### config.mk
export PLATFORM = sky130hd
export DESIGN_NAME = gradient_line_rasterizer_flat
export DESIGN_NICKNAME = d
export VERILOG_FILES = /design/src/design/glr_pkg.sv /design/src/design/glr_if.sv /design/src/design/glr_isqrt.sv /design/src/design/glr_div.sv /design/src/design/glr_ctrl.sv /design/src/design/glr_dp.sv /design/src/design/gradient_line_rasterizer.sv /design/src/flat_wrapper.sv
export SDC_FILE = /design/constraint.sdc
export NUM_CORES = 2
export LEC_CHECK = 0
export BUFFER_PORTS_ARGS = -buffer_cell sky130_fd_sc_hd__clkbuf_2
export CAP_MARGIN = 20
export CORE_MARGIN = 2
export CORE_UTILIZATION = 55
export DETAILED_ROUTE_END_ITERATION = 16
export PLACE_DENSITY_LB_ADDON = 0.25
export SYNTH_ARGS = -nofsm -noshare
export SYNTH_HDL_FRONTEND = slang
export SYNTH_SLANG_ARGS = --single-unit
### constraint.sdc
create_clock -name clk -period 8.3 [get_ports clk]
set_input_delay 1.66 -clock clk [delete_from_list [all_inputs] [get_ports clk]]
set_output_delay 1.66 -clock clk [all_outputs]
set_load 0.01 [all_outputs]
### src/design/glr_pkg.sv
// Shared constants, codes and control types for the gradient line rasteriser.
package glr_pkg;

  localparam int COORD_BITS_DEF = 15;
  localparam int SCREEN_MAX_DEF = 4096;

  localparam int SCR_W   = 13;
  localparam int ADDR_W  = 24;
  localparam int COLOR_W = 24;
  localparam int CH_W    = 8;
  localparam int LANES   = 3;

  localparam int CFG_IDX_W  = 1;
  localparam int CFG_DATA_W = SCR_W;

  localparam logic [CFG_IDX_W-1:0] CFG_WIDTH  = 1'b0;
  localparam logic [CFG_IDX_W-1:0] CFG_HEIGHT = 1'b1;

  localparam logic [SCR_W-1:0] WIDTH_RESET  = 13'd1024;
  localparam logic [SCR_W-1:0] HEIGHT_RESET = 13'd768;

  localparam logic MODE_LOAD = 1'b0;
  localparam logic MODE_STEP = 1'b1;

  typedef enum logic [7:0] {
    S_IDLE    = 8'b0000_0001,
    S_SQR     = 8'b0000_0010,
    S_ROOT_GO = 8'b0000_0100,
    S_ROOT    = 8'b0000_1000,
    S_DIV_GO  = 8'b0001_0000,
    S_DIV     = 8'b0010_0000,
    S_ADDR    = 8'b0100_0000,
    S_OUT     = 8'b1000_0000
  } state_t;

  typedef struct packed {
    logic take;
    logic sqr;
    logic root_go;
    logic div_go;
    logic addr;
    logic load_out;
  } cmd_t;

  typedef struct packed {
    logic in_mode;
    logic line_done;
    logic root_done;
    logic div_done;
    logic out_free;
  } sts_t;

endpackage

### src/design/glr_if.sv
// Valid/ready channel interfaces for input words and pixel result words.
interface glr_in_if import glr_pkg::*; #(
  parameter int COORD_BITS = COORD_BITS_DEF
) ();
  logic                         valid;
  logic                         ready;
  logic                         mode;
  logic signed [COORD_BITS-1:0] x_from;
  logic signed [COORD_BITS-1:0] y_from;
  logic signed [COORD_BITS-1:0] x_to;
  logic signed [COORD_BITS-1:0] y_to;
  logic [COLOR_W-1:0]           color_from;
  logic [COLOR_W-1:0]           color_to;

  modport source (output valid, mode, x_from, y_from, x_to, y_to, color_from, color_to,
                  input ready);
  modport sink   (input valid, mode, x_from, y_from, x_to, y_to, color_from, color_to,
                  output ready);
endinterface

interface glr_out_if import glr_pkg::*; #(
  parameter int COORD_BITS = COORD_BITS_DEF
) ();
  logic                         valid;
  logic                         ready;
  logic signed [COORD_BITS-1:0] pixel_x;
  logic signed [COORD_BITS-1:0] pixel_y;
  logic [ADDR_W-1:0]            pixel_address;
  logic [COLOR_W-1:0]           pixel_color;
  logic                         write_enable;
  logic                         last;

  modport source (output valid, pixel_x, pixel_y, pixel_address, pixel_color,
                  write_enable, last, input ready);
  modport sink   (input valid, pixel_x, pixel_y, pixel_address, pixel_color,
                  write_enable, last, output ready);
endinterface

### src/design/glr_isqrt.sv
// Bit-serial integer square root, one root bit per cycle.
module glr_isqrt import glr_pkg::*; #(
  parameter int RT_W = COORD_BITS_DEF + 1
) (
  input  logic              clk,
  input  logic              rst_n,
  input  logic              start,
  input  logic [2*RT_W-1:0] rad,
  output logic              done,
  output logic [RT_W-1:0]   root
);
  localparam int RAD_W = 2 * RT_W;
  localparam int REM_W = RT_W + 2;
  localparam int CNT_W = $clog2(RT_W + 1);

  logic [RAD_W-1:0] rad_r;
  logic [REM_W-1:0] rem_r;
  logic [RT_W-1:0]  root_r;
  logic [CNT_W-1:0] cnt_r;
  logic             run_r;
  logic             done_r;

  logic [REM_W+1:0] rem_sh;
  logic [REM_W+1:0] trial;
  logic             fits;

  // Bring in two radicand bits and try the next root bit
  always_comb begin
    rem_sh = {rem_r, rad_r[RAD_W-1 -: 2]};
    trial  = {2'b00, root_r, 2'b01};
    fits   = rem_sh >= trial;
  end

  always_ff @(posedge clk) begin
    if (!rst_n) begin
      run_r  <= 1'b0;
      done_r <= 1'b0;
    end else begin
      done_r <= 1'b0;
      if (start) begin
        run_r <= 1'b1;
      end else if (run_r && cnt_r == '0) begin
        run_r  <= 1'b0;
        done_r <= 1'b1;
      end
    end
  end

  always_ff @(posedge clk) begin
    if (start) begin
      rad_r  <= rad;
      rem_r  <= '0;
      root_r <= '0;
      cnt_r  <= CNT_W'(RT_W - 1);
    end else if (run_r) begin
      rad_r <= {rad_r[RAD_W-3:0], 2'b00};
      if (fits) begin
        rem_r  <= REM_W'(rem_sh - trial);
        root_r <= {root_r[RT_W-2:0], 1'b1};
      end else begin
        rem_r  <= REM_W'(rem_sh);
        root_r <= {root_r[RT_W-2:0], 1'b0};
      end
      cnt_r <= cnt_r - 1'b1;
    end
  end

  assign done = done_r;
  assign root = root_r;

endmodule

### src/design/glr_div.sv
// Restoring divider, one quotient bit per cycle, three colour lanes side by side.
module glr_div import glr_pkg::*; #(
  parameter int NUM_W = 24,
  parameter int DEN_W = 16
) (
  input  logic                        clk,
  input  logic                        rst_n,
  input  logic                        start,
  input  logic [LANES-1:0][NUM_W-1:0] num,
  input  logic [DEN_W-1:0]            den,
  output logic                        done,
  output logic [LANES-1:0][NUM_W-1:0] quo
);
  localparam int CNT_W = $clog2(NUM_W + 1);

  logic [LANES-1:0][NUM_W-1:0] quo_r;
  logic [LANES-1:0][DEN_W-1:0] rem_r;
  logic [DEN_W-1:0]            den_r;
  logic [CNT_W-1:0]            cnt_r;
  logic                        run_r;
  logic                        done_r;

  logic [LANES-1:0][DEN_W:0]   rem_sh;
  logic [LANES-1:0]            fits;

  // Shift in the next numerator bit and subtract where the divisor fits
  always_comb begin
    for (int k = 0; k < LANES; k++) begin
      rem_sh[k] = {rem_r[k], quo_r[k][NUM_W-1]};
      fits[k]   = rem_sh[k] >= {1'b0, den_r};
    end
  end

  always_ff @(posedge clk) begin
    if (!rst_n) begin
      run_r  <= 1'b0;
      done_r <= 1'b0;
    end else begin
      done_r <= 1'b0;
      if (start) begin
        run_r <= 1'b1;
      end else if (run_r && cnt_r == '0) begin
        run_r  <= 1'b0;
        done_r <= 1'b1;
      end
    end
  end

  always_ff @(posedge clk) begin
    if (start) begin
      quo_r <= num;
      rem_r <= '0;
      den_r <= den;
      cnt_r <= CNT_W'(NUM_W - 1);
    end else if (run_r) begin
      for (int k = 0; k < LANES; k++) begin
        if (fits[k]) begin
          rem_r[k] <= DEN_W'(rem_sh[k] - {1'b0, den_r});
        end else begin
          rem_r[k] <= DEN_W'(rem_sh[k]);
        end
        quo_r[k] <= {quo_r[k][NUM_W-2:0], fits[k]};
      end
      cnt_r <= cnt_r - 1'b1;
    end
  end

  assign done = done_r;
  assign quo  = quo_r;

endmodule

### src/design/glr_ctrl.sv
// Sequencer for line loading, pixel stepping and result hand-off.
module glr_ctrl import glr_pkg::*; (
  input  logic clk,
  input  logic rst_n,
  input  logic in_valid,
  input  sts_t sts,
  output cmd_t cmd,
  output logic in_ready
);
  state_t state_r, state_nxt;

  always_ff @(posedge clk) begin
    if (!rst_n) begin
      state_r <= S_IDLE;
    end else begin
      state_r <= state_nxt;
    end
  end

  // Issue commands and pick the next state
  always_comb begin
    state_nxt = state_r;
    cmd       = '0;
    in_ready  = 1'b0;
    case (state_r)
      S_IDLE: begin
        in_ready = 1'b1;
        if (in_valid) begin
          cmd.take = 1'b1;
          if (sts.in_mode == MODE_LOAD) begin
            state_nxt = S_SQR;
          end else if (sts.line_done) begin
            state_nxt = S_ADDR;
          end else begin
            state_nxt = S_DIV_GO;
          end
        end
      end
      S_SQR: begin
        cmd.sqr   = 1'b1;
        state_nxt = S_ROOT_GO;
      end
      S_ROOT_GO: begin
        cmd.root_go = 1'b1;
        state_nxt   = S_ROOT;
      end
      S_ROOT: begin
        if (sts.root_done) begin
          state_nxt = S_ADDR;
        end
      end
      S_DIV_GO: begin
        cmd.div_go = 1'b1;
        state_nxt  = S_DIV;
      end
      S_DIV: begin
        if (sts.div_done) begin
          state_nxt = S_ADDR;
        end
      end
      S_ADDR: begin
        cmd.addr  = 1'b1;
        state_nxt = S_OUT;
      end
      S_OUT: begin
        if (sts.out_free) begin
          cmd.load_out = 1'b1;
          state_nxt    = S_IDLE;
        end
      end
      default: begin
        state_nxt = S_IDLE;
      end
    endcase
  end

endmodule

### src/design/glr_dp.sv
// Datapath: line state, Bresenham step, colour blend, clipping and output register.
module glr_dp import glr_pkg::*; #(
  parameter int COORD_BITS = COORD_BITS_DEF,
  parameter int SCREEN_MAX = SCREEN_MAX_DEF
) (
  input  logic                         clk,
  input  logic                         rst_n,
  input  cmd_t                         cmd,
  output sts_t                         sts,
  input  logic                         cfg_we,
  input  logic [CFG_IDX_W-1:0]         cfg_index,
  input  logic [CFG_DATA_W-1:0]        cfg_data,
  input  logic                         in_mode,
  input  logic signed [COORD_BITS-1:0] in_x_from,
  input  logic signed [COORD_BITS-1:0] in_y_from,
  input  logic signed [COORD_BITS-1:0] in_x_to,
  input  logic signed [COORD_BITS-1:0] in_y_to,
  input  logic [COLOR_W-1:0]           in_color_from,
  input  logic [COLOR_W-1:0]           in_color_to,
  output logic                         out_valid,
  input  logic                         out_ready,
  output logic signed [COORD_BITS-1:0] out_pixel_x,
  output logic signed [COORD_BITS-1:0] out_pixel_y,
  output logic [ADDR_W-1:0]            out_pixel_address,
  output logic [COLOR_W-1:0]           out_pixel_color,
  output logic                         out_write_enable,
  output logic                         out_last
);
  localparam int CB     = COORD_BITS;
  localparam int STEP_W = CB + 1;
  localparam int NUM_W  = CH_W + STEP_W;
  localparam int SQ_W   = 2 * CB + 1;
  localparam int CMP_W  = (CB > SCR_W) ? CB : SCR_W;
  localparam int APS_W  = SCR_W + CB;

  // Screen registers
  logic [SCR_W-1:0] scr_w_r, scr_h_r;
  logic [SCR_W-1:0] cfg_clamped;

  // Line state
  logic signed [CB-1:0]  cur_x_r, cur_y_r, end_x_r, end_y_r;
  logic [CB-1:0]         dlx_r, dly_r;
  logic                  sxn_r, syn_r;
  logic signed [CB+1:0]  err_r;
  logic [STEP_W-1:0]     len_r, idx_r;
  logic [COLOR_W-1:0]    col_s_r, col_e_r;
  logic                  done_r;

  // Per-pixel working registers
  logic signed [CB-1:0]        px_r, py_r;
  logic                        blank_r, last_r, use_end_r;
  logic [LANES-1:0][NUM_W-1:0] mag_r;
  logic [LANES-1:0]            neg_r;
  logic [SQ_W-1:0]             sq_r;
  logic                        in_scr_r;
  logic [APS_W-2:0]            aprod_r;
  logic [COLOR_W-1:0]          color_r;

  // Output register
  logic                 out_valid_r;
  logic signed [CB-1:0] opx_r, opy_r;
  logic [ADDR_W-1:0]    oaddr_r;
  logic [COLOR_W-1:0]   ocol_r;
  logic                 owe_r, olast_r;

  // Combinational helpers
  logic signed [CB:0]   dx_c, dy_c;
  logic [CB-1:0]        adx_c, ady_c;
  logic signed [CB+2:0] e2_c;
  logic                 stx_c, sty_c;
  logic signed [CB+1:0] err_c;
  logic signed [CB-1:0] nx_c, ny_c;
  logic [LANES-1:0][CH_W:0]    dif_c;
  logic [LANES-1:0][CH_W-1:0]  magd_c;
  logic [LANES-1:0][NUM_W-1:0] mag_c;
  logic [STEP_W-1:0]    den_c;
  logic [STEP_W-1:0]    root_c;
  logic                 root_done;
  logic                 div_done;
  logic [LANES-1:0][NUM_W-1:0] quo_c;
  logic [COLOR_W-1:0]   blend_c;
  logic [CH_W-1:0]      q8_c;
  logic                 in_scr_c;
  logic [APS_W-1:0]     asum_c;

  // Saturate configuration writes to the largest screen
  assign cfg_clamped = (cfg_data > SCR_W'(SCREEN_MAX)) ? SCR_W'(SCREEN_MAX) : cfg_data;

  always_ff @(posedge clk) begin
    if (!rst_n) begin
      scr_w_r <= WIDTH_RESET;
      scr_h_r <= HEIGHT_RESET;
    end else if (cfg_we) begin
      case (cfg_index)
        CFG_WIDTH:  scr_w_r <= cfg_clamped;
        CFG_HEIGHT: scr_h_r <= cfg_clamped;
        default: begin
        end
      endcase
    end
  end

  // Endpoint deltas and the Bresenham step
  always_comb begin
    dx_c  = $signed({in_x_to[CB-1], in_x_to}) - $signed({in_x_from[CB-1], in_x_from});
    dy_c  = $signed({in_y_to[CB-1], in_y_to}) - $signed({in_y_from[CB-1], in_y_from});
    adx_c = dx_c[CB] ? CB'(-dx_c) : CB'(dx_c);
    ady_c = dy_c[CB] ? CB'(-dy_c) : CB'(dy_c);
    e2_c  = $signed({err_r, 1'b0});
    stx_c = e2_c > -$signed({3'b000, dly_r});
    sty_c = e2_c < $signed({3'b000, dlx_r});
    err_c = err_r;
    nx_c  = cur_x_r;
    ny_c  = cur_y_r;
    if (stx_c) begin
      err_c = err_c - $signed({2'b00, dly_r});
      nx_c  = cur_x_r + (sxn_r ? {CB{1'b1}} : CB'(1));
    end
    if (sty_c) begin
      err_c = err_c + $signed({2'b00, dlx_r});
      ny_c  = cur_y_r + (syn_r ? {CB{1'b1}} : CB'(1));
    end
  end

  // Colour differences scaled by the step index
  always_comb begin
    for (int k = 0; k < LANES; k++) begin
      dif_c[k]  = {1'b0, col_e_r[k*CH_W +: CH_W]} - {1'b0, col_s_r[k*CH_W +: CH_W]};
      magd_c[k] = dif_c[k][CH_W] ? CH_W'(-dif_c[k]) : dif_c[k][CH_W-1:0];
      mag_c[k]  = NUM_W'(magd_c[k]) * NUM_W'(idx_r);
    end
  end

  // Capture a word and update the line state
  always_ff @(posedge clk) begin
    if (!rst_n) begin
      done_r <= 1'b1;
    end else if (cmd.take) begin
      if (in_mode == MODE_LOAD) begin
        done_r <= (in_x_from == in_x_to) && (in_y_from == in_y_to);
      end else if (!done_r) begin
        done_r <= (nx_c == end_x_r) && (ny_c == end_y_r);
      end
    end
  end

  always_ff @(posedge clk) begin
    if (cmd.take) begin
      if (in_mode == MODE_LOAD) begin
        cur_x_r   <= in_x_from;
        cur_y_r   <= in_y_from;
        end_x_r   <= in_x_to;
        end_y_r   <= in_y_to;
        col_s_r   <= in_color_from;
        col_e_r   <= in_color_to;
        dlx_r     <= adx_c;
        dly_r     <= ady_c;
        sxn_r     <= !(in_x_from < in_x_to);
        syn_r     <= !(in_y_from < in_y_to);
        err_r     <= $signed({2'b00, adx_c}) - $signed({2'b00, ady_c});
        idx_r     <= STEP_W'(1);
        px_r      <= in_x_to;
        py_r      <= in_y_to;
        last_r    <= (in_x_from == in_x_to) && (in_y_from == in_y_to);
        blank_r   <= 1'b0;
        use_end_r <= 1'b1;
      end else if (done_r) begin
        blank_r <= 1'b1;
        last_r  <= 1'b1;
      end else begin
        px_r      <= cur_x_r;
        py_r      <= cur_y_r;
        cur_x_r   <= nx_c;
        cur_y_r   <= ny_c;
        err_r     <= err_c;
        idx_r     <= idx_r + 1'b1;
        last_r    <= (nx_c == end_x_r) && (ny_c == end_y_r);
        blank_r   <= 1'b0;
        use_end_r <= 1'b0;
        mag_r     <= mag_c;
        for (int k = 0; k < LANES; k++) begin
          neg_r[k] <= dif_c[k][CH_W];
        end
      end
    end
    if (cmd.sqr) begin
      sq_r <= SQ_W'(SQ_W'(dlx_r) * SQ_W'(dlx_r)) + SQ_W'(SQ_W'(dly_r) * SQ_W'(dly_r));
    end
    if (root_done) begin
      len_r <= root_c;
    end
  end

  // Line length from the sum of squares
  glr_isqrt #(
    .RT_W (STEP_W)
  ) u_isqrt (
    .clk   (clk),
    .rst_n (rst_n),
    .start (cmd.root_go),
    .rad   ((2*STEP_W)'(sq_r)),
    .done  (root_done),
    .root  (root_c)
  );

  assign den_c = (len_r == '0) ? STEP_W'(1) : len_r;

  glr_div #(
    .NUM_W (NUM_W),
    .DEN_W (STEP_W)
  ) u_div (
    .clk   (clk),
    .rst_n (rst_n),
    .start (cmd.div_go),
    .num   (mag_r),
    .den   (den_c),
    .done  (div_done),
    .quo   (quo_c)
  );

  // Blend each channel from its start value and signed quotient
  always_comb begin
    blend_c = '0;
    q8_c    = '0;
    for (int k = 0; k < LANES; k++) begin
      q8_c = quo_c[k][CH_W-1:0];
      blend_c[k*CH_W +: CH_W] = col_s_r[k*CH_W +: CH_W] + (neg_r[k] ? -q8_c : q8_c);
    end
  end

  // Clip against the screen
  assign in_scr_c = !px_r[CB-1] && !py_r[CB-1] &&
                    (CMP_W'(px_r[CB-2:0]) < CMP_W'(scr_w_r)) &&
                    (CMP_W'(py_r[CB-2:0]) < CMP_W'(scr_h_r));

  always_ff @(posedge clk) begin
    if (cmd.addr) begin
      in_scr_r <= in_scr_c;
      aprod_r  <= (APS_W-1)'((APS_W-1)'(scr_w_r) * (APS_W-1)'(py_r[CB-2:0]));
      color_r  <= use_end_r ? col_e_r : blend_c;
    end
  end

  assign asum_c = {1'b0, aprod_r} + APS_W'(px_r[CB-2:0]);

  // Load the output register; drop valid once the word is taken
  always_ff @(posedge clk) begin
    if (!rst_n) begin
      out_valid_r <= 1'b0;
    end else if (cmd.load_out) begin
      out_valid_r <= 1'b1;
    end else if (out_ready) begin
      out_valid_r <= 1'b0;
    end
  end

  always_ff @(posedge clk) begin
    if (cmd.load_out) begin
      if (blank_r) begin
        opx_r   <= '0;
        opy_r   <= '0;
        oaddr_r <= '0;
        ocol_r  <= '0;
        owe_r   <= 1'b0;
        olast_r <= 1'b1;
      end else begin
        opx_r   <= px_r;
        opy_r   <= py_r;
        oaddr_r <= in_scr_r ? ADDR_W'(asum_c) : '0;
        ocol_r  <= color_r;
        owe_r   <= in_scr_r;
        olast_r <= last_r;
      end
    end
  end

  assign sts.in_mode   = in_mode;
  assign sts.line_done = done_r;
  assign sts.root_done = root_done;
  assign sts.div_done  = div_done;
  assign sts.out_free  = !out_valid_r || out_ready;

  assign out_valid         = out_valid_r;
  assign out_pixel_x       = opx_r;
  assign out_pixel_y       = opy_r;
  assign out_pixel_address = oaddr_r;
  assign out_pixel_color   = ocol_r;
  assign out_write_enable  = owe_r;
  assign out_last          = olast_r;

endmodule

### src/design/gradient_line_rasterizer.sv
// Top level: Bresenham line rasteriser with per-pixel colour gradient.
//
//   channel | direction | handshake      | word
//   in_ch   | in        | valid / ready  | mode, endpoints, two colours
//   out_ch  | out       | valid / ready  | pixel x/y, address, colour, write enable, last
//   cfg_*   | in        | cfg_we         | screen width / height
//
// A line load squares the deltas and takes the bit-serial square root over
// COORD_BITS+1 root bits for the line length; a pixel step runs the serial
// divider that works the three colour channels side by side, one quotient bit a cycle
// over CH_W+COORD_BITS+1 bits; a request with no line active goes straight to the
// address step. One word is in flight at a time; the next is taken once the result
// is in the output register. A stalled output holds the block in its hand-off state.
// Reset is synchronous and active low; screen size resets to 1024 x 768.
module gradient_line_rasterizer import glr_pkg::*; #(
  parameter int COORD_BITS = COORD_BITS_DEF,
  parameter int SCREEN_MAX = SCREEN_MAX_DEF
) (
  input  logic                  clk,
  input  logic                  rst_n,
  glr_in_if.sink                in_ch,
  glr_out_if.source             out_ch,
  input  logic                  cfg_we,
  input  logic [CFG_IDX_W-1:0]  cfg_index,
  input  logic [CFG_DATA_W-1:0] cfg_data
);
  cmd_t cmd;
  sts_t sts;
  logic in_ready;

  glr_ctrl u_ctrl (
    .clk      (clk),
    .rst_n    (rst_n),
    .in_valid (in_ch.valid),
    .sts      (sts),
    .cmd      (cmd),
    .in_ready (in_ready)
  );

  assign in_ch.ready = in_ready;

  glr_dp #(
    .COORD_BITS (COORD_BITS),
    .SCREEN_MAX (SCREEN_MAX)
  ) u_dp (
    .clk               (clk),
    .rst_n             (rst_n),
    .cmd               (cmd),
    .sts               (sts),
    .cfg_we            (cfg_we),
    .cfg_index         (cfg_index),
    .cfg_data          (cfg_data),
    .in_mode           (in_ch.mode),
    .in_x_from         (in_ch.x_from),
    .in_y_from         (in_ch.y_from),
    .in_x_to           (in_ch.x_to),
    .in_y_to           (in_ch.y_to),
    .in_color_from     (in_ch.color_from),
    .in_color_to       (in_ch.color_to),
    .out_valid         (out_ch.valid),
    .out_ready         (out_ch.ready),
    .out_pixel_x       (out_ch.pixel_x),
    .out_pixel_y       (out_ch.pixel_y),
    .out_pixel_address (out_ch.pixel_address),
    .out_pixel_color   (out_ch.pixel_color),
    .out_write_enable  (out_ch.write_enable),
    .out_last          (out_ch.last)
  );

endmodule

### src/flat_wrapper.sv
// flat-port wrapper written by rule: the top's interface ports become plain ports
module gradient_line_rasterizer_flat import glr_pkg::*;
#(
  parameter int COORD_BITS = COORD_BITS_DEF,
  parameter int SCREEN_MAX = SCREEN_MAX_DEF
)
  (clk, rst_n, cfg_we, cfg_index, cfg_data, in_ch_valid, in_ch_mode, in_ch_x_from, in_ch_y_from, in_ch_x_to, in_ch_y_to, in_ch_color_from, in_ch_color_to, in_ch_ready, out_ch_valid, out_ch_pixel_x, out_ch_pixel_y, out_ch_pixel_address, out_ch_pixel_color, out_ch_write_enable, out_ch_last, out_ch_ready);
  glr_in_if #(.COORD_BITS(COORD_BITS)) in_ch_i ();
  glr_out_if #(.COORD_BITS(COORD_BITS)) out_ch_i ();
  input  logic clk;
  input  logic rst_n;
  input  logic cfg_we;
  input  logic [CFG_IDX_W-1:0] cfg_index;
  input  logic [CFG_DATA_W-1:0] cfg_data;
  input wire logic [$bits(in_ch_i.valid)-1:0] in_ch_valid;
  input wire logic [$bits(in_ch_i.mode)-1:0] in_ch_mode;
  input wire logic [$bits(in_ch_i.x_from)-1:0] in_ch_x_from;
  input wire logic [$bits(in_ch_i.y_from)-1:0] in_ch_y_from;
  input wire logic [$bits(in_ch_i.x_to)-1:0] in_ch_x_to;
  input wire logic [$bits(in_ch_i.y_to)-1:0] in_ch_y_to;
  input wire logic [$bits(in_ch_i.color_from)-1:0] in_ch_color_from;
  input wire logic [$bits(in_ch_i.color_to)-1:0] in_ch_color_to;
  output wire logic [$bits(in_ch_i.ready)-1:0] in_ch_ready;
  output wire logic [$bits(out_ch_i.valid)-1:0] out_ch_valid;
  output wire logic [$bits(out_ch_i.pixel_x)-1:0] out_ch_pixel_x;
  output wire logic [$bits(out_ch_i.pixel_y)-1:0] out_ch_pixel_y;
  output wire logic [$bits(out_ch_i.pixel_address)-1:0] out_ch_pixel_address;
  output wire logic [$bits(out_ch_i.pixel_color)-1:0] out_ch_pixel_color;
  output wire logic [$bits(out_ch_i.write_enable)-1:0] out_ch_write_enable;
  output wire logic [$bits(out_ch_i.last)-1:0] out_ch_last;
  input wire logic [$bits(out_ch_i.ready)-1:0] out_ch_ready;
  assign in_ch_i.valid = in_ch_valid;
  assign in_ch_i.mode = in_ch_mode;
  assign in_ch_i.x_from = in_ch_x_from;
  assign in_ch_i.y_from = in_ch_y_from;
  assign in_ch_i.x_to = in_ch_x_to;
  assign in_ch_i.y_to = in_ch_y_to;
  assign in_ch_i.color_from = in_ch_color_from;
  assign in_ch_i.color_to = in_ch_color_to;
  assign in_ch_ready = in_ch_i.ready;
  assign out_ch_valid = out_ch_i.valid;
  assign out_ch_pixel_x = out_ch_i.pixel_x;
  assign out_ch_pixel_y = out_ch_i.pixel_y;
  assign out_ch_pixel_address = out_ch_i.pixel_address;
  assign out_ch_pixel_color = out_ch_i.pixel_color;
  assign out_ch_write_enable = out_ch_i.write_enable;
  assign out_ch_last = out_ch_i.last;
  assign out_ch_i.ready = out_ch_ready;
  gradient_line_rasterizer #(.COORD_BITS(COORD_BITS), .SCREEN_MAX(SCREEN_MAX)) u_core (.clk(clk), .rst_n(rst_n), .in_ch(in_ch_i), .out_ch(out_ch_i), .cfg_we(cfg_we), .cfg_index(cfg_index), .cfg_data(cfg_data));
endmodule
# == Word-level counts from Yosys, hierarchy flattened ==
# Index checks and enable logic that the tools add are counted.
# totals
in_bits,128
out_inout_bits,82
ff_bits,709
elab_cells,218
# op_classes
n_reduce_logical,30
n_eq_ne,17
muxes,64
mul,6
bitwise_logic,5
n_lt_le_gt_ge,11
add_sub_neg,31
# ops
cell,count
$mux 15,14
$mux 72,2
$mux 8,11
$mul 8x16->24,3
$mux 17,4
$mux 16,4
$pmux 8 s8,1
$mux 31,2
$eq 15x15->1,4
$mul 15x15->30,2
$ge 17x16->1,3
$neg 8->8,6
$sub 15x15->16,3
$sub 16x16->16,3
$add 30x30->31,1
$add 15x15->15,2
$lt 15x15->1,2
$neg 15->15,2
$lt 14x13->1,2
$sub 8x8->9,3
$add 24x14->24,1
$add 8x8->8,3
$mul 13x14->24,1
$mux 24,1
other kinds (35),84

# == Depth between registers and ports, before layout ==
# depth
ltp_word,7
ltp_mapped,33
depth_no_buf,33

# == Modules after synthesis ==
# From an unflattened synthesis, not the netlist that was laid out.
# unflattened
cells_unflattened,7220
hier_area_um2,71328.4
# by_module_without_submodules
module,seq_area_each_um2,cells_per_inst,n_inst,area_each_um2
glr_dp,14283.7,6026,1,58628.7
glr_div,3743.6,754,1,8267.9
glr_isqrt,1781.7,376,1,3933.8
glr_ctrl,160.2,64,1,498.0

# == Worst setup path after synthesis ==
# No wires, ideal clock.
# synth_timing
path_type,flip-flop to flip-flop
from,register u_core.u_dp.dlx_r[5]
to,register u_core.u_dp.sq_r[29] (data pin)
period_less_slack_ns,7.714
path_stages_with_launch,30
arrival_ns,7.456
required_time_ns,8.043
path_buffers,1
slack_ns,0.586
setup_time_ns,0.257
path_cell_list,edfxtp_1 > clkbuf_1 > clkinv_1 > fa_1 > inv_1 > fa_1 > inv_1 > fa_1 > fa_1 > inv_1 > fa_1 > inv_1 > fa_1 > inv_1 > fa_1 > inv_1 > fa_1 > inv_1 > ha_1 > and3_1 > a21boi_0 > a21boi_0 > a211oi_1 > o21ai_0 > o21ai_0 > o41ai_1 > o21ai_0 > o21ai_0 > nand2b_1 > xor2_1
# synth_via
elab_chain_len,2
# synth_lines
item,line,source
"start, declared",glr_dp.sv:42,"logic [CB-1:0] dlx_r, dly_r;"
"start signal, assigned",glr_dp.sv:156,dlx_r <= adx_c;
$mul 15x15->30,glr_dp.sv:187,sq_r <= SQ_W'(SQ_W'(dlx_r) * SQ_W'(dlx_r)) + SQ_W'(SQ_W'(dly_r) * SQ_W'(dly_r));
$add 30x30->31,glr_dp.sv:187,
"end signal, assigned",glr_dp.sv:187,
"end, declared",glr_dp.sv:54,logic [SQ_W-1:0] sq_r;
# No other way between the ends.
# A chain may end at the register's enable or synchronous reset.

# == Worst setup path after layout ==
# layout_timing
from,register u_core.u_dp.dly_r[7]
to,register u_core.u_dp.err_r[15] (data pin)
# layout_via
elab_chain_len,7
elab_cells_between_ends,8
cone_classes,add/sub: 3; order compare: 1; mux: 4
# layout_lines
item,line,source
"start, declared",glr_dp.sv:42,
"start signal, assigned",glr_dp.sv:157,dly_r <= ady_c;
$neg 15->18,glr_dp.sv:110,"stx_c = e2_c > -$signed({3'b000, dly_r});"
$gt 18x18->1,glr_dp.sv:110,
$mux 17 *,glr_dp.sv:115,if (stx_c) begin
$add 17x16->17,glr_dp.sv:120,"err_c = err_c + $signed({2'b00, dlx_r});"
$mux 17 *,glr_dp.sv:119,if (sty_c) begin
$mux 17 *,glr_dp.sv:167,end else if (done_r) begin
$mux 17 *,glr_dp.sv:149,if (in_mode == MODE_LOAD) begin
"end signal, assigned",glr_dp.sv:160,"err_r <= $signed({2'b00, adx_c}) - $signed({2'b00, ady_c});"
"end signal, assigned",glr_dp.sv:175,err_r <= err_c;
"end, declared",glr_dp.sv:44,logic signed [CB+1:0] err_r;
# Mark *: on every way between the ends. The rest lies on a longest branch, timed or not. The select of a mux whose other input is x is not followed.

==> summary.md <==
| Metric | Value |
|---|---|
| Fin. Hold Viols | 0 |
| Worst-Skew Late Latency | 710 ps |
| Vias | 51850 |
| Layout Utilization | 60.17% |
| Minimum clock period after layout | 7973 ps |
| Setup TNS | 0 ps |
| Period Utilization, post-route | 96.06% |
| Leading cell type in the layout, fill and taps excluded | inv_1 |
| Placement Setup Slack | 253.2 ps |
| Cell family with most CP delay | compound AO/OA/AOI/OAI gates |
| CTS tree | done |
| Grt ovf | 0 |
| Status | completed |
| CTS Sinks | 709 |
| Cell variety after synth | 89 |
| Final number of setup-violating endpoints | 0 |
| Yosys reg bits | 709 |
| Drt drc | 0 |
| Max Transition Viols Final | 0 |
| Htree depth | 3 |
| Root buffer selected by CTS | clkbuf_16 |
| 1st-iter DRT viols | 4500 |
| P&R area growth vs syn | 8.919% |
| Placed cells | 9042 |
| HP Class | flop to flop |
| I/O pin cnt | 210 |
| Num rows | 131 |
| Vias in the first global route | 52800 |
| Critical path class | flop to flop |
| Initial antenna violation count | 27 |
| Crit path max-delay cell type | o311ai_0 |
| Hold depth | 0 |
| FF-to-FF path depth | 28 |
| EDFF count, synth | 576 |
| Critical path launch point type | flop |
| Gr usage total | 29.04% |
| Die W | 361.2 um |
| Worst-margin pin slew | 1221 ps |
| Final wirelength | 186.8 mm |
| Commonest cells after routing, fill and taps aside | 1175 x inv_1, 858 x nand2_1, 728 x fa_1, 652 x ha_1, 576 x edfxtp_1 |
| Synthesized area | 0.07017 mm^2 |
| Crit path required time | 8750 ps |
| Rel. slew slack | 17.55% |
| Critical Path Stages | 28 |
| Max clock buf depth | 3 |
| Synth Warn # | 0 |
| Main flop type after synthesis | edfxtp_1 |
| Final cell count without fillers | 9215 |
| DR vias/cell | 5.627 |
| Largest net degree at the start of global routing | 97 |
| Syn nets | 8803 |
| Worst clock skew | 36.45 ps |
| Hpwl dp | 145.6 mm |
| Initial Utilization | 55.24% |
| Max Clk Rate | 0.1254 GHz |
| CTS Buf Count | 85 |
| Clk slew on worst S/H paths | 70 ps |
| Crit end category | flop |
| Die area | 0.1305 mm^2 |
| Die Span Y | 361.2 um |
| Core ar. | 0.1270 mm^2 |
| Max Cap Viol | 0 |
| DRT Pass-1 Iters | 8 |
| DR WL/cell | 20.27 um |
| Setup ws final | 327.3 ps |
| Buf+Inv Stages, Crit Path | 4 |
| Layout cell share with drive strength beyond 1 | 7.790% |
| RSZ-0062 raised after global routing | no |
| CP arrival | 8430 ps |
| Max Fanout on Critical Path | 34 |
| Final-stage net count | 8983 |
| Async SR Flop Fraction | 0% |
| Synth Instances | 7295 |
| # hold bufs at CTS | 0 |
| Slowest stage delay, CP | 670 ps |
| Syn Area/Cell | 9.619 um^2 |
| First-pass GRT wire length | 295.2 mm |
| Sequential area share after synthesis | 28.44% |
| Routed Antenna Nets | 0 |
| Port Buf Inserts | 209 |
| Placer Congestion | 0.9494 |
## state kept, by name, summed over array words and instances (netlist names), 31 cells and up
name	cells
u_core.u_dp.mag_r	72
u_core.u_dp.sq_r	31
u_core.u_dp.u_div.quo	72
u_core.u_dp.u_div.rem_r	48
u_core.u_dp.u_isqrt.rad_r	32
## cell usage after synthesis (34+ instances only)
cell type / instances / area, um^2
nor2b_1: 269 / 1683
xor2_1: 136 / 1191
nand3_1: 80 / 400.4
nand2_1: 858 / 3221
nand4_1: 34 / 212.7
xnor2_1: 296 / 2592
a31oi_1: 42 / 262.8
nor3_1: 92 / 460.4
edfxtp_1: 576 / 17300
a21o_1: 102 / 765.7
dfxtp_1: 133 / 2663
a21oi_1: 272 / 1361
mux2_2: 42 / 473.0
fa_1: 728 / 14570
and2_1: 177 / 1107
inv_1: 1177 / 4418
clkbuf_1: 235 / 882.1
o21bai_1: 47 / 352.8
a211oi_1: 53 / 397.9
a21boi_0: 52 / 390.4
o21ai_0: 239 / 1196
ha_1: 652 / 8158
nor2_1: 418 / 1569
nand2b_1: 117 / 732.0
mux2i_1: 78 / 780.8
## cells by family (layout without fill, tap and decap cells)
logic type / after synthesis / count (layout) / synth area share [%]
muxes: 120 / 120 / 1.787
xor gates and xnor gates: 434 / 434 / 5.458
DFF: 709 / 709 / 28.44
other: 0 / 5 / 0
and+or+nand+nor: 2193 / 2193 / 14.85
adders and majority gates: 1380 / 1380 / 32.39
AOI/OAI and AO/OA: 1015 / 1015 / 9.320
buffers and inverters: 1444 / 1697 / 7.749
## stage by stage
stage	cell area, um^2	hold WS, ps
after floorplan	70170	425.7
after global placement	73390	431.3
after detailed placement	73400	442.6
after CTS	76300	455.3
after global routing	76420	459.4
final	76430	451.7
## what timing repair did
item | in CTS | in global routing
gates resized for setup | 0 | 10
setup buffers | 0 | 6
setup endpoints to repair | 0 | 8
## final timing paths
check / start / end / slack, ps
min reg2reg: u_core.u_dp.len_r[9] / u_core.u_dp.u_div.den_r[9] / 450
max: u_core.u_dp.dly_r[7] / u_core.u_dp.err_r[15] / 330
min: u_core.u_dp.len_r[9] / u_core.u_dp.u_div.den_r[9] / 450
max reg2reg: u_core.u_dp.dly_r[7] / u_core.u_dp.err_r[15] / 330
## per-layer routing
metal	vias to the layer above	share of wire, %	GRT usage, %
li1	24190	-	-
met3	293	8.3	6.407
met4	36	2.8	8.590
met2	1616	46	46.63
met5	-	0.12	0
met1	25720	43	39.52
## final cells by class
| cell class | instances | area [um^2] |
|---|---|---|
| Inverter | 1191 | 4478 |
| Clock buffer | 118 | 2405 |
| Fill cell | 10790 | 50600 |
| Antenna cell | 5 | 12.51 |
| Sequential cell | 709 | 19960 |
| Tap cell | 1662 | 2079 |
| Clock inverter | 42 | 504.2 |
| Multi-Input combinational cell | 5142 | 44890 |
| Timing Repair Buffer | 346 | 2105 |
Power is left out: the tool's default activity adds up to more than one toggle a clock period on the data nets, which glitch-free logic cannot reach.
